<file path="config.mk">
export PLATFORM = sky130hd
export DESIGN_NAME = fifo_queue_with_remove_flat
export DESIGN_NICKNAME = d
export VERILOG_FILES = /design/src/rtl/core/fqr_pkg.sv /design/src/rtl/core/fqr_ifs.sv /design/src/rtl/core/fqr_cell.sv /design/src/rtl/core/fqr_chain.sv /design/src/rtl/core/fifo_queue_with_remove.sv /design/src/flat_wrapper.sv
export VERILOG_INCLUDE_DIRS = /design/src /design/src/rtl/core
export SDC_FILE = /design/constraint.sdc
export NUM_CORES = 1
export LEC_CHECK = 0
export BUFFER_PORTS_ARGS = -buffer_cell sky130_fd_sc_hd__buf_2
export CAP_MARGIN = 20
export CORE_ASPECT_RATIO = 0.9
export CORE_MARGIN = 8
export CORE_UTILIZATION = 52
export DETAILED_ROUTE_END_ITERATION = 6
export PLACE_DENSITY_LB_ADDON = 0.2
export SKIP_CTS_REPAIR_TIMING = 1
export SLEW_MARGIN = 5
export SYNTH_ARGS = -nofsm -noshare
export SYNTH_HDL_FRONTEND = slang
export SYNTH_SLANG_ARGS = --single-unit
</file>
<file path="constraint.sdc">
create_clock -name clock -period 7.2 [get_ports clock]
set_clock_uncertainty 0.2 [all_clocks]
set_input_delay 0.72 -clock clock [delete_from_list [all_inputs] [get_ports clock]]
set_output_delay 0.72 -clock clock [all_outputs]
set_load 0.02 [all_outputs]
</file>
<file path="src/rtl/core/assert_macros.svh">
`ifndef ASSERT_MACROS_SVH
`define ASSERT_MACROS_SVH

// same-cycle implication
`define FQR_ASSERT_NOW(lbl, clk, rst, ante, cons, msg) \
   lbl: assert property (@(posedge clk) disable iff (rst) (ante) |-> (cons)) else $error(msg);

// next-cycle implication
`define FQR_ASSERT_NEXT(lbl, clk, rst, ante, cons, msg) \
   lbl: assert property (@(posedge clk) disable iff (rst) (ante) |=> (cons)) else $error(msg);

`endif

</file>
<file path="src/rtl/core/fqr_pkg.sv">
package fqr_pkg;

   localparam int unsigned DataW   = 32;
   localparam int unsigned OpW     = 2;
   localparam int unsigned CountW  = 5;
   localparam int unsigned StatusW = 2;

   typedef enum logic [OpW-1:0] {
      OP_ENQ = 2'd0,
      OP_DEQ = 2'd1,
      OP_REM = 2'd2
   } op_type;

   typedef enum logic [StatusW-1:0] {
      ST_OK       = 2'd0,
      ST_EMPTY    = 2'd1,
      ST_FULL     = 2'd2,
      ST_NOTFOUND = 2'd3
   } status_type;

   typedef struct packed {
      logic                    go;
      logic [OpW-1:0]          op;
      logic signed [DataW-1:0] value;
   } cell_cmd_type;

   typedef struct packed {
      logic                    valid;
      logic signed [DataW-1:0] data;
   } cell_link_type;

   typedef struct packed {
      logic                    found;
      logic signed [DataW-1:0] head_data;
      logic                    head_next_valid;
      logic signed [DataW-1:0] head_next_data;
   } chain_status_type;

endpackage

</file>
<file path="src/rtl/core/fqr_ifs.sv">
interface fqr_req_if;
   import fqr_pkg::*;
   logic                    valid;
   logic                    ready;
   logic [OpW-1:0]          op;
   logic signed [DataW-1:0] value;
   modport source (output valid, output op, output value, input ready);
   modport sink (input valid, input op, input value, output ready);
endinterface

interface fqr_rsp_if;
   import fqr_pkg::*;
   logic                    valid;
   logic                    ready;
   logic signed [DataW-1:0] taken_value;
   logic signed [DataW-1:0] head_value;
   logic [CountW-1:0]       entry_count;
   logic                    is_empty;
   logic [StatusW-1:0]      status;
   modport source (output valid, output taken_value, output head_value, output entry_count,
                   output is_empty, output status, input ready);
   modport sink (input valid, input taken_value, input head_value, input entry_count,
                 input is_empty, input status, output ready);
endinterface

</file>
<file path="src/rtl/core/fqr_cell.sv">
module fqr_cell
   import fqr_pkg::*;
(
   input  logic          clock,
   input  logic          reset,
   input  cell_cmd_type  cmd,
   input  logic          prev_valid,
   input  logic          hit_before,
   input  cell_link_type next_link,
   output cell_link_type cur_link,
   output cell_link_type upd_link,
   output logic          match
);

   logic                    valid_ff, valid_in;
   logic signed [DataW-1:0] data_ff, data_in;
   logic                    shift, load;

   assign match = valid_ff && (data_ff == cmd.value);

   always_comb begin
      shift = 1'b0;
      load  = 1'b0;
      if (cmd.go) begin
         case (cmd.op)
            OP_ENQ:  load  = !valid_ff && prev_valid;
            OP_DEQ:  shift = 1'b1;
            OP_REM:  shift = hit_before || match;
            default: ;
         endcase
      end
   end

   always_comb begin
      valid_in = valid_ff;
      data_in  = data_ff;
      if (shift) begin
         valid_in = next_link.valid;
         data_in  = next_link.data;
      end else if (load) begin
         valid_in = 1'b1;
         data_in  = cmd.value;
      end
   end

   always_ff @(posedge clock) begin
      if (reset) begin
         valid_ff <= 1'b0;
      end else begin
         valid_ff <= valid_in;
      end
      data_ff <= data_in;
   end

   assign cur_link = '{valid: valid_ff, data: data_ff};
   assign upd_link = '{valid: valid_in, data: data_in};

endmodule

</file>
<file path="src/rtl/core/fqr_chain.sv">
module fqr_chain
   import fqr_pkg::*;
#(
   parameter int unsigned DEPTH = 16
) (
   input  logic             clock,
   input  logic             reset,
   input  cell_cmd_type     cmd,
   output chain_status_type stat,
   output logic [DEPTH-1:0] valid_vec
);

   cell_link_type cur [DEPTH];
   cell_link_type upd [DEPTH];
   logic [DEPTH:0] hit;
   logic [DEPTH-1:0] match;

   assign hit[0] = 1'b0;

   for (genvar i = 0; i < DEPTH; i++) begin : g_cell
      cell_link_type next_link;
      logic          prev_valid;

      if (i == DEPTH - 1) begin : g_last
         assign next_link = '0;
      end else begin : g_mid
         assign next_link = cur[i+1];
      end

      if (i == 0) begin : g_first
         assign prev_valid = 1'b1;
      end else begin : g_rest
         assign prev_valid = cur[i-1].valid;
      end

      fqr_cell u_cell (
         .clock      (clock),
         .reset      (reset),
         .cmd        (cmd),
         .prev_valid (prev_valid),
         .hit_before (hit[i]),
         .next_link  (next_link),
         .cur_link   (cur[i]),
         .upd_link   (upd[i]),
         .match      (match[i])
      );

      assign hit[i+1]     = hit[i] | match[i];
      assign valid_vec[i] = cur[i].valid;
   end

   assign stat.found           = hit[DEPTH];
   assign stat.head_data       = cur[0].data;
   assign stat.head_next_valid = upd[0].valid;
   assign stat.head_next_data  = upd[0].data;

endmodule

</file>
<file path="src/rtl/core/fifo_queue_with_remove.sv">
// The response is registered and appears in the cycle after its request is accepted.
// Throughput: one request per cycle; enqueue, dequeue and remove each finish in one
// pass of the cell row, with a parallel compare and prefix in every cell for remove.
// A stalled response blocks new requests only while its output register is full.
// Reset (synchronous, active high) empties the queue and drops any pending response.
`include "assert_macros.svh"

module fifo_queue_with_remove
   import fqr_pkg::*;
#(
   parameter int unsigned DEPTH = 16
) (
   input  logic           clock,
   input  logic           reset,
   fqr_req_if.sink        req_bus,
   fqr_rsp_if.source      rsp_bus
);

   localparam int unsigned CntW = $clog2(DEPTH + 1);
   localparam logic [CntW-1:0] FullCount = CntW'(DEPTH);

   logic                    go;
   cell_cmd_type            cmd;
   chain_status_type        stat;
   logic [DEPTH-1:0]        valid_vec;

   logic [CntW-1:0]         count_ff, count_in;
   logic                    rsp_valid_ff, rsp_valid_in;
   logic signed [DataW-1:0] taken_ff, taken_in;
   logic signed [DataW-1:0] head_ff, head_in;
   logic [CountW-1:0]       ecount_ff, ecount_in;
   logic                    empty_ff, empty_in;
   status_type              status_ff, status_in;
   logic [CntW+CountW-1:0]  count_wide;

   assign req_bus.ready = !rsp_valid_ff || rsp_bus.ready;
   assign go            = req_bus.valid && req_bus.ready;
   assign cmd           = '{go: go, op: req_bus.op, value: req_bus.value};

   fqr_chain #(.DEPTH(DEPTH)) u_chain (
      .clock     (clock),
      .reset     (reset),
      .cmd       (cmd),
      .stat      (stat),
      .valid_vec (valid_vec)
   );

   always_comb begin
      count_in  = count_ff;
      status_in = ST_OK;
      taken_in  = '0;
      case (req_bus.op)
         OP_ENQ: begin
            if (count_ff == FullCount) begin
               status_in = ST_FULL;
            end else begin
               count_in = count_ff + CntW'(1);
            end
         end
         OP_DEQ: begin
            if (count_ff == '0) begin
               status_in = ST_EMPTY;
            end else begin
               count_in = count_ff - CntW'(1);
               taken_in = stat.head_data;
            end
         end
         OP_REM: begin
            if (stat.found) begin
               count_in = count_ff - CntW'(1);
            end else begin
               status_in = ST_NOTFOUND;
            end
         end
         default: ;
      endcase
   end

   assign count_wide   = {{CountW{1'b0}}, count_in};
   assign ecount_in    = count_wide[CountW-1:0];
   assign empty_in     = (count_in == '0);
   assign head_in      = stat.head_next_valid ? stat.head_next_data : '0;
   assign rsp_valid_in = go || (rsp_valid_ff && !rsp_bus.ready);

   always_ff @(posedge clock) begin
      if (reset) begin
         count_ff     <= '0;
         rsp_valid_ff <= 1'b0;
      end else begin
         rsp_valid_ff <= rsp_valid_in;
         if (go) begin
            count_ff <= count_in;
         end
      end
      if (go) begin
         taken_ff  <= taken_in;
         head_ff   <= head_in;
         ecount_ff <= ecount_in;
         empty_ff  <= empty_in;
         status_ff <= status_in;
      end
   end

   assign rsp_bus.valid       = rsp_valid_ff;
   assign rsp_bus.taken_value = taken_ff;
   assign rsp_bus.head_value  = head_ff;
   assign rsp_bus.entry_count = ecount_ff;
   assign rsp_bus.is_empty    = empty_ff;
   assign rsp_bus.status      = status_ff;

   `FQR_ASSERT_NOW(a_count_matches_cells, clock, reset, 1'b1,
                   $countones(valid_vec) == 32'(count_ff), "count disagrees with cells")
   `FQR_ASSERT_NOW(a_cells_packed, clock, reset, 1'b1,
                   ((valid_vec + 1'b1) & valid_vec) == '0, "hole in cell row")
   `FQR_ASSERT_NOW(a_count_bound, clock, reset, 1'b1,
                   count_ff <= FullCount, "count above depth")
   `FQR_ASSERT_NEXT(a_deq_drops_one, clock, reset,
                    go && (req_bus.op == OP_DEQ) && (count_ff != '0),
                    count_ff == $past(count_ff) - CntW'(1), "dequeue did not drop one")
   `FQR_ASSERT_NEXT(a_full_enq_holds, clock, reset,
                    go && (req_bus.op == OP_ENQ) && (count_ff == FullCount),
                    count_ff == FullCount, "enqueue on full changed count")

endmodule
</file>
<file path="src/flat_wrapper.sv">
// flat-port wrapper written by rule: the top's interface ports become plain ports
module fifo_queue_with_remove_flat import fqr_pkg::*;
#(
   parameter int unsigned DEPTH = 16
)
  (clock, reset, req_bus_valid, req_bus_op, req_bus_value, req_bus_ready, rsp_bus_valid, rsp_bus_taken_value, rsp_bus_head_value, rsp_bus_entry_count, rsp_bus_is_empty, rsp_bus_status, rsp_bus_ready);
  fqr_req_if req_bus_i ();
  fqr_rsp_if rsp_bus_i ();
  input  logic clock;
  input  logic reset;
  input wire logic [$bits(req_bus_i.valid)-1:0] req_bus_valid;
  input wire logic [$bits(req_bus_i.op)-1:0] req_bus_op;
  input wire logic [$bits(req_bus_i.value)-1:0] req_bus_value;
  output wire logic [$bits(req_bus_i.ready)-1:0] req_bus_ready;
  output wire logic [$bits(rsp_bus_i.valid)-1:0] rsp_bus_valid;
  output wire logic [$bits(rsp_bus_i.taken_value)-1:0] rsp_bus_taken_value;
  output wire logic [$bits(rsp_bus_i.head_value)-1:0] rsp_bus_head_value;
  output wire logic [$bits(rsp_bus_i.entry_count)-1:0] rsp_bus_entry_count;
  output wire logic [$bits(rsp_bus_i.is_empty)-1:0] rsp_bus_is_empty;
  output wire logic [$bits(rsp_bus_i.status)-1:0] rsp_bus_status;
  input wire logic [$bits(rsp_bus_i.ready)-1:0] rsp_bus_ready;
  assign req_bus_i.valid = req_bus_valid;
  assign req_bus_i.op = req_bus_op;
  assign req_bus_i.value = req_bus_value;
  assign req_bus_ready = req_bus_i.ready;
  assign rsp_bus_valid = rsp_bus_i.valid;
  assign rsp_bus_taken_value = rsp_bus_i.taken_value;
  assign rsp_bus_head_value = rsp_bus_i.head_value;
  assign rsp_bus_entry_count = rsp_bus_i.entry_count;
  assign rsp_bus_is_empty = rsp_bus_i.is_empty;
  assign rsp_bus_status = rsp_bus_i.status;
  assign rsp_bus_i.ready = rsp_bus_ready;
  fifo_queue_with_remove #(.DEPTH(DEPTH)) u_core (.clock(clock), .reset(reset), .req_bus(req_bus_i), .rsp_bus(rsp_bus_i));
endmodule
</file>
Yosys cells after proc, flatten, opt, wreduce, memory -nomap -nowiden
Index checks and enable logic that the tools add are counted.
{ "op_classes": {"addsub": 2, "n_mul": 0, "n_div": 0, "order_cmp": 0, "n_eq_ne": 19, "shift": 0, "n_mux": 132, "bitwise_logic": 16, "reduce_logical": 87} }
{ "ops": {"columns": ["operator", "n"], "rows": [
  ["2-to-1 mux 32 bit", 30],
  ["equality test 32 bit", 16],
  ["2-to-1 mux 1 bit", 79],
  ["logical AND 1 bit", 33],
  ["case mux 1 bit (2 select lines)", 16],
  ["nonzero test 2 bit", 14],
  ["logical NOT 1 bit", 18],
  ["logical OR 1 bit", 17],
  ["2-to-1 mux 5 bit", 3],
  ["bitwise OR 1 bit", 15],
  ["case mux 5 bit (3 select lines)", 1],
  ["logical NOT 5 bit", 2],
  ["case mux 2 bit (3 select lines)", 1],
  ["adder 5 x 1 -> 5 bit, second input constant", 1],
  ["equality test 5 bit, second input constant", 1],
  ["subtractor 5 x 1 -> 5 bit, second input constant", 1],
  ["2-to-1 mux 2 bit", 2],
  ["OR reduction 2 bit", 2],
  ["equality test 2 x 1 -> 1 bit, second input constant", 1],
  ["equality test 2 bit, second input constant", 1],
  ["logical NOT 2 bit", 1],
  ["inverter 1 bit", 1]
]} }
{ "word_totals": {"reg_bits": 606, "latch_bits": 0, "ramBits": 0, "mem_bits_ro": 0, "input_bits": 38, "output_inout_bits": 74, "wordCells": 295, "mem_count": 0} }

Depth between registers and ports, before layout
{ "depth": {"depth_word": 20, "mapped_depth": 14, "mapped_depth_nobuf": 10} }

By module
Synthesis repeated with hierarchy kept, for this count alone.
{ "hier_totals": {"hier_cells": 3151, "hier_area_um2": 36601.4} }
{ "by_module_without_submodules": {"columns": ["mod", "instances", "cells_per_inst", "area_per_inst_um2"], "rows": [
  ["fqr_cell", 16, 181, 2077.0],
  ["fifo_queue_with_remove", 1, 227, 3206.8],
  ["fqr_chain", 1, 28, 162.7]
]} }

Worst setup path before layout
Ideal clock, no wire load.
{ "synth_path": {"path_kind": "input-to-reg", "start": "input port rsp_bus_ready", "end": "register u_core.u_chain.g_cell[7].u_cell.data_ff[0], enable pin", "setup_ns": 0.428, "arrival_time_ns": 4.879, "t_required_ns": 6.572, "path_slack_ns": 1.693, "cell_stages": 7, "path_buffers": 1, "cell_sequence": "nand2b_1 nand2_1 inv_1 nand2_1 a21oi_2 buf_4 o21bai_1"} }
{ "synth_between": {"elab_chain_cells": 4, "word_cells_on_any_way": 5} }
{ "synth_rtl": {"columns": ["element", "line_no", "text"], "rows": [
  ["from (decl)", "flat_wrapper.sv:21", "input wire logic [$bits(rsp_bus_i.ready)-1:0] rsp_bus_ready;"],
  ["logical OR 1 bit (*)", "fifo_queue_with_remove.sv:36", "assign req_bus.ready = !rsp_valid_ff || rsp_bus.ready;"],
  ["logical AND 1 bit (*)", "fifo_queue_with_remove.sv:37", "assign go = req_bus.valid && req_bus.ready;"],
  ["net u_core.go", "fifo_queue_with_remove.sv:22", "logic go;"],
  ["2-to-1 mux 1 bit", "fqr_cell.sv:24", "if (cmd.go) begin"],
  ["nonzero test 2 bit (no source line) (*)", null, null],
  ["to (signal assigned)", "fqr_cell.sv:52", "data_ff <= data_in;"],
  ["to (decl)", "fqr_cell.sv:16", "logic signed [DataW-1:0] data_ff, data_in;"]
]} }
The timed path passes the listed nets; every way through them passes the cells marked *.
A chain may end at the register's enable or synchronous reset.

Worst setup path in the final report
{ "layout_path": {"start": "input port req_bus_value[0]", "end": "register u_core.u_chain.g_cell[7].u_cell.data_ff[12], enable pin"} }
{ "layout_between": {"elab_chain_cells": 12, "word_cells_on_any_way": 26} }
{ "layout_rtl": {"columns": ["element", "line_no", "text"], "rows": [
  ["from (decl)", "flat_wrapper.sv:13", "input wire logic [$bits(req_bus_i.value)-1:0] req_bus_value;"],
  ["equality test 32 bit", "fqr_cell.sv:19", "assign match = valid_ff && (data_ff == cmd.value);"],
  ["logical AND 1 bit", "fqr_cell.sv:19", null],
  ["bitwise OR 1 bit (6 in a row)", "fqr_chain.sv:48", "assign hit[i+1] = hit[i] | match[i];"],
  ["logical OR 1 bit (*)", "fqr_cell.sv:28", "OP_REM: shift = hit_before || match;"],
  ["case mux 1 bit (2 select lines) (*)", "fqr_cell.sv:25", "case (cmd.op)"],
  ["2-to-1 mux 1 bit (*)", "fqr_cell.sv:24", null],
  ["nonzero test 2 bit (no source line) (*)", null, null]
]} }
Every way passes the cells marked *; elsewhere a longest branch is shown, timed or not.

==> impl_metrics.ini <==
[worst_setup_path]
max_stage_delay_ns = 0.63
critPathLaunchType = input pin
crit_chain = buf_2 -> buf_4 -> xor2_1 -> nor4_1 -> nand3_1 -> o2111ai_2 -> o21ai_1 -> a21oi_4 -> buf_4 -> o21bai_2 -> buf_4
crit_top_cell = buf_4
timing.rr.end = u_core.u_chain.g_cell[6].u_cell.data_ff[31]
cp_data_required_time_ns = 7.24
rr_worst_depth = 9
path_max_fanout = 32
crit_arrival_ns = 4.85
worst_setup_path_end_kind = flip-flop
ff2ff_setup_slack_ns = 2.84
path_class = input pin to flip-flop
critPathSlowestCell = buf_2
timing.rr.start = u_core.u_chain.g_cell[6].u_cell.data_ff[5]

[route]
firstDrtPassIters = 5
vias = 21800
drtIter0Drc = 2068
drcViolationCount = 0
ant_nets = 0
wl_per_cell_um = 27.8
routed_wl_um = 99800
viasPerCell = 6.08

[floorplan]
die_y_um = 256
die_w_um = 282
start_util_pct = 52.2
row_count = 88
coreArea_um2 = 63600
ios = 112
dieArea_um2 = 72200

[clock_network]
h-tree-depth = 3
numCtsBuffers = 68
cts_tree = built
clock-sinks = 606
path_clk_slew_ns = 0.05
root_buffer = clkbuf_16
clock_latency_ns = 0.60
clockBufferDepth = 3

[cells_and_area]
layout-drive-gt1-share_pct = 22.5
antenna_cells = 0
fin_nets = 2721
area_growth_pct = 9.12
final_common_cell = edfxtp_1
final_cell_mix = edfxtp_1, xor2_1, mux2_2, nand2_1, xnor2_1

[worst_hold_path]
holdCritPathClass = input pin to flip-flop
min_from = req_bus_valid
hold_depth = 3
hold_path_end = u_core.rsp_bus.valid

[timing]
hold_viol_final = 0
tns_ns = 0
tightest_slew_ns = 1.11
slew_headroom_pct = 25.7
layout_min_cycle_time_ns = 4.82
max_freq_ghz = 0.208
grt_setup_unrepaired = false
slew_viol_final = 0
hold_slack_ns = 0.198
period_share_pct = 66.9
setup_viol = 0

[synthesis]
ys_ff_latch = 606
synthCells = 2644
ys_types = 71
syn_avg_cell_area_um2 = 12.6
ys_seq_area_share_pct = 52.2
syn_area_um2 = 33200
synthFlopType = edfxtp_1
synthArstFlopShare_pct = 0
synth_warnings = 0
syn-num-nets = 2688
synth-edff-count = 520

[pwr]
fin_total_pwr_w = 0.00847
leakage_nw = 12.7
vdd_drop_max_v = 0.000204
pwr_density_cell_nw_per_um2 = 234

[placed_design]
port-buffer-count = 111
gp_congestion = 0.983
dpl.hpwl_um = 70300

[grt]
grt_pass1_wl_um = 145000
grt_use_total_pct = 26.9
grt_pass1_vias = 21800
overflow = 0
antenna_found_initial = 2
grt_max_degree = 76

[outcome]
status = finished clean

[run]
maxCapViolations = 0
-- worst max path at each step --
stage / start / to / slack (ns) / cells past startpoint
2_1_floorplan: rsp_bus_ready / u_core.u_chain.g_cell[7].u_cell.data_ff[0] / 1.69 / 7
3_3_place_gp: req_bus_value[25] / u_core.u_chain.g_cell[11].u_cell.data_ff[30] / 1.51 / 10
3_5_place_dp: req_bus_value[0] / u_core.u_chain.g_cell[11].u_cell.data_ff[4] / 1.76 / 10
4_1_cts: req_bus_value[0] / u_core.u_chain.g_cell[11].u_cell.data_ff[30] / 2.38 / 10
5_1_grt: req_bus_value[5] / u_core.u_chain.g_cell[6].u_cell.data_ff[24] / 2.25 / 10
6_report: req_bus_value[0] / u_core.u_chain.g_cell[7].u_cell.data_ff[12] / 2.38 / 11
-- registers in the layout, summed over array words and instances (netlist names) --
signal / count
u_core.count_ff: 5
u_core.rsp_bus.taken_value: 32
u_core.rsp_bus.is_empty: 1
u_core.rsp_bus.status: 2
u_core.rsp_bus.head_value: 32
u_core.u_chain.g_cell.u_cell.data_ff: 512
u_core.rsp_bus.valid: 1
u_core.rsp_bus.entry_count: 5
u_core.u_chain.g_cell.u_cell.valid_ff: 16
-- kinds of logic after synthesis --
kind of cell / count (synthesis) / share of synthesized area [%]
xor+xnor: 508 / 13.4
compound gates: 183 / 3.80
flops: 606 / 52.2
mux: 465 / 16.0
simple gates: 606 / 9.85
fa+ha+maj: 6 / 0.226
buf+inv: 270 / 4.54
-- power by group --
part           switching, W  leakage, nW  internal, W  total, W
Sequential         0.000126         5.49      0.00399   0.00411
Combinational      0.000666         6.13     0.000398   0.00106
Clock               0.00141         1.03      0.00188   0.00330
Total               0.00221         12.7      0.00627   0.00847
-- per-stage QoR --
step / area (µm²) / cells / util [%] / setup slack [ns]
after floorplan: 33200 / 2644 / - / 1.69
after global placement: 34100 / 3457 / 53.5 / 1.51
after detailed placement: 34100 / 3460 / 53.6 / 1.76
after CTS: 36200 / 3581 / 56.9 / 2.38
after global routing: 36200 / 3583 / 56.9 / 2.25
final: 36200 / 3583 / 56.9 / 2.38
-- cells in the mapped netlist (13+ instances only) --
cell,count,area (µm²)
and2_1,36,225
dfxtp_1,86,1720
nand2_1,161,604
mux2_4,27,405
buf_2,50,250
clkbuf_1,67,251
nand4b_1,14,123
nand3_1,37,185
nor4_1,129,807
mux2_1,138,1550
a21oi_1,52,260
or4_1,13,97.6
xor2_1,351,3070
nand4_1,69,432
xnor2_1,157,1380
mux2_2,266,3000
inv_1,55,206
nor3_1,29,145
mux2i_1,34,340
nor2_1,68,255
edfxtp_1,520,15600
o21ai_0,31,155
o21a_1,36,270
buf_4,71,533
buf_6,22,248
-- worst max-delay path, delay by kind of cell --
| family | cells | cell delay [ns] |
|---|---|---|
| buffers and inverters | 4 | 1.76 |
| xor gates and xnor gates | 1 | 0.10 |
| and+or+nand+nor | 2 | 0.89 |
| AOI/OAI and AO/OA | 4 | 1.30 |
-- routing by layer --
layer	routed length (µm)	GRT usage, %
met5	121	0.970
met4	3520	9.12
met3	9210	7.14
met2	44600	41.0
met1	42300	36.8
-- cell type report --
class / instances / area (µm²)
clock buffers: 91 / 1890
clock inverters: 30 / 185
fillers: 5310 / 27400
inverters: 56 / 210
multi-input cells: 1768 / 14400
flip-flops and latches: 606 / 17300
well taps: 855 / 1070
repair buffers: 177 / 1090
No activity file was read; power rests on OpenSTA's default activity.
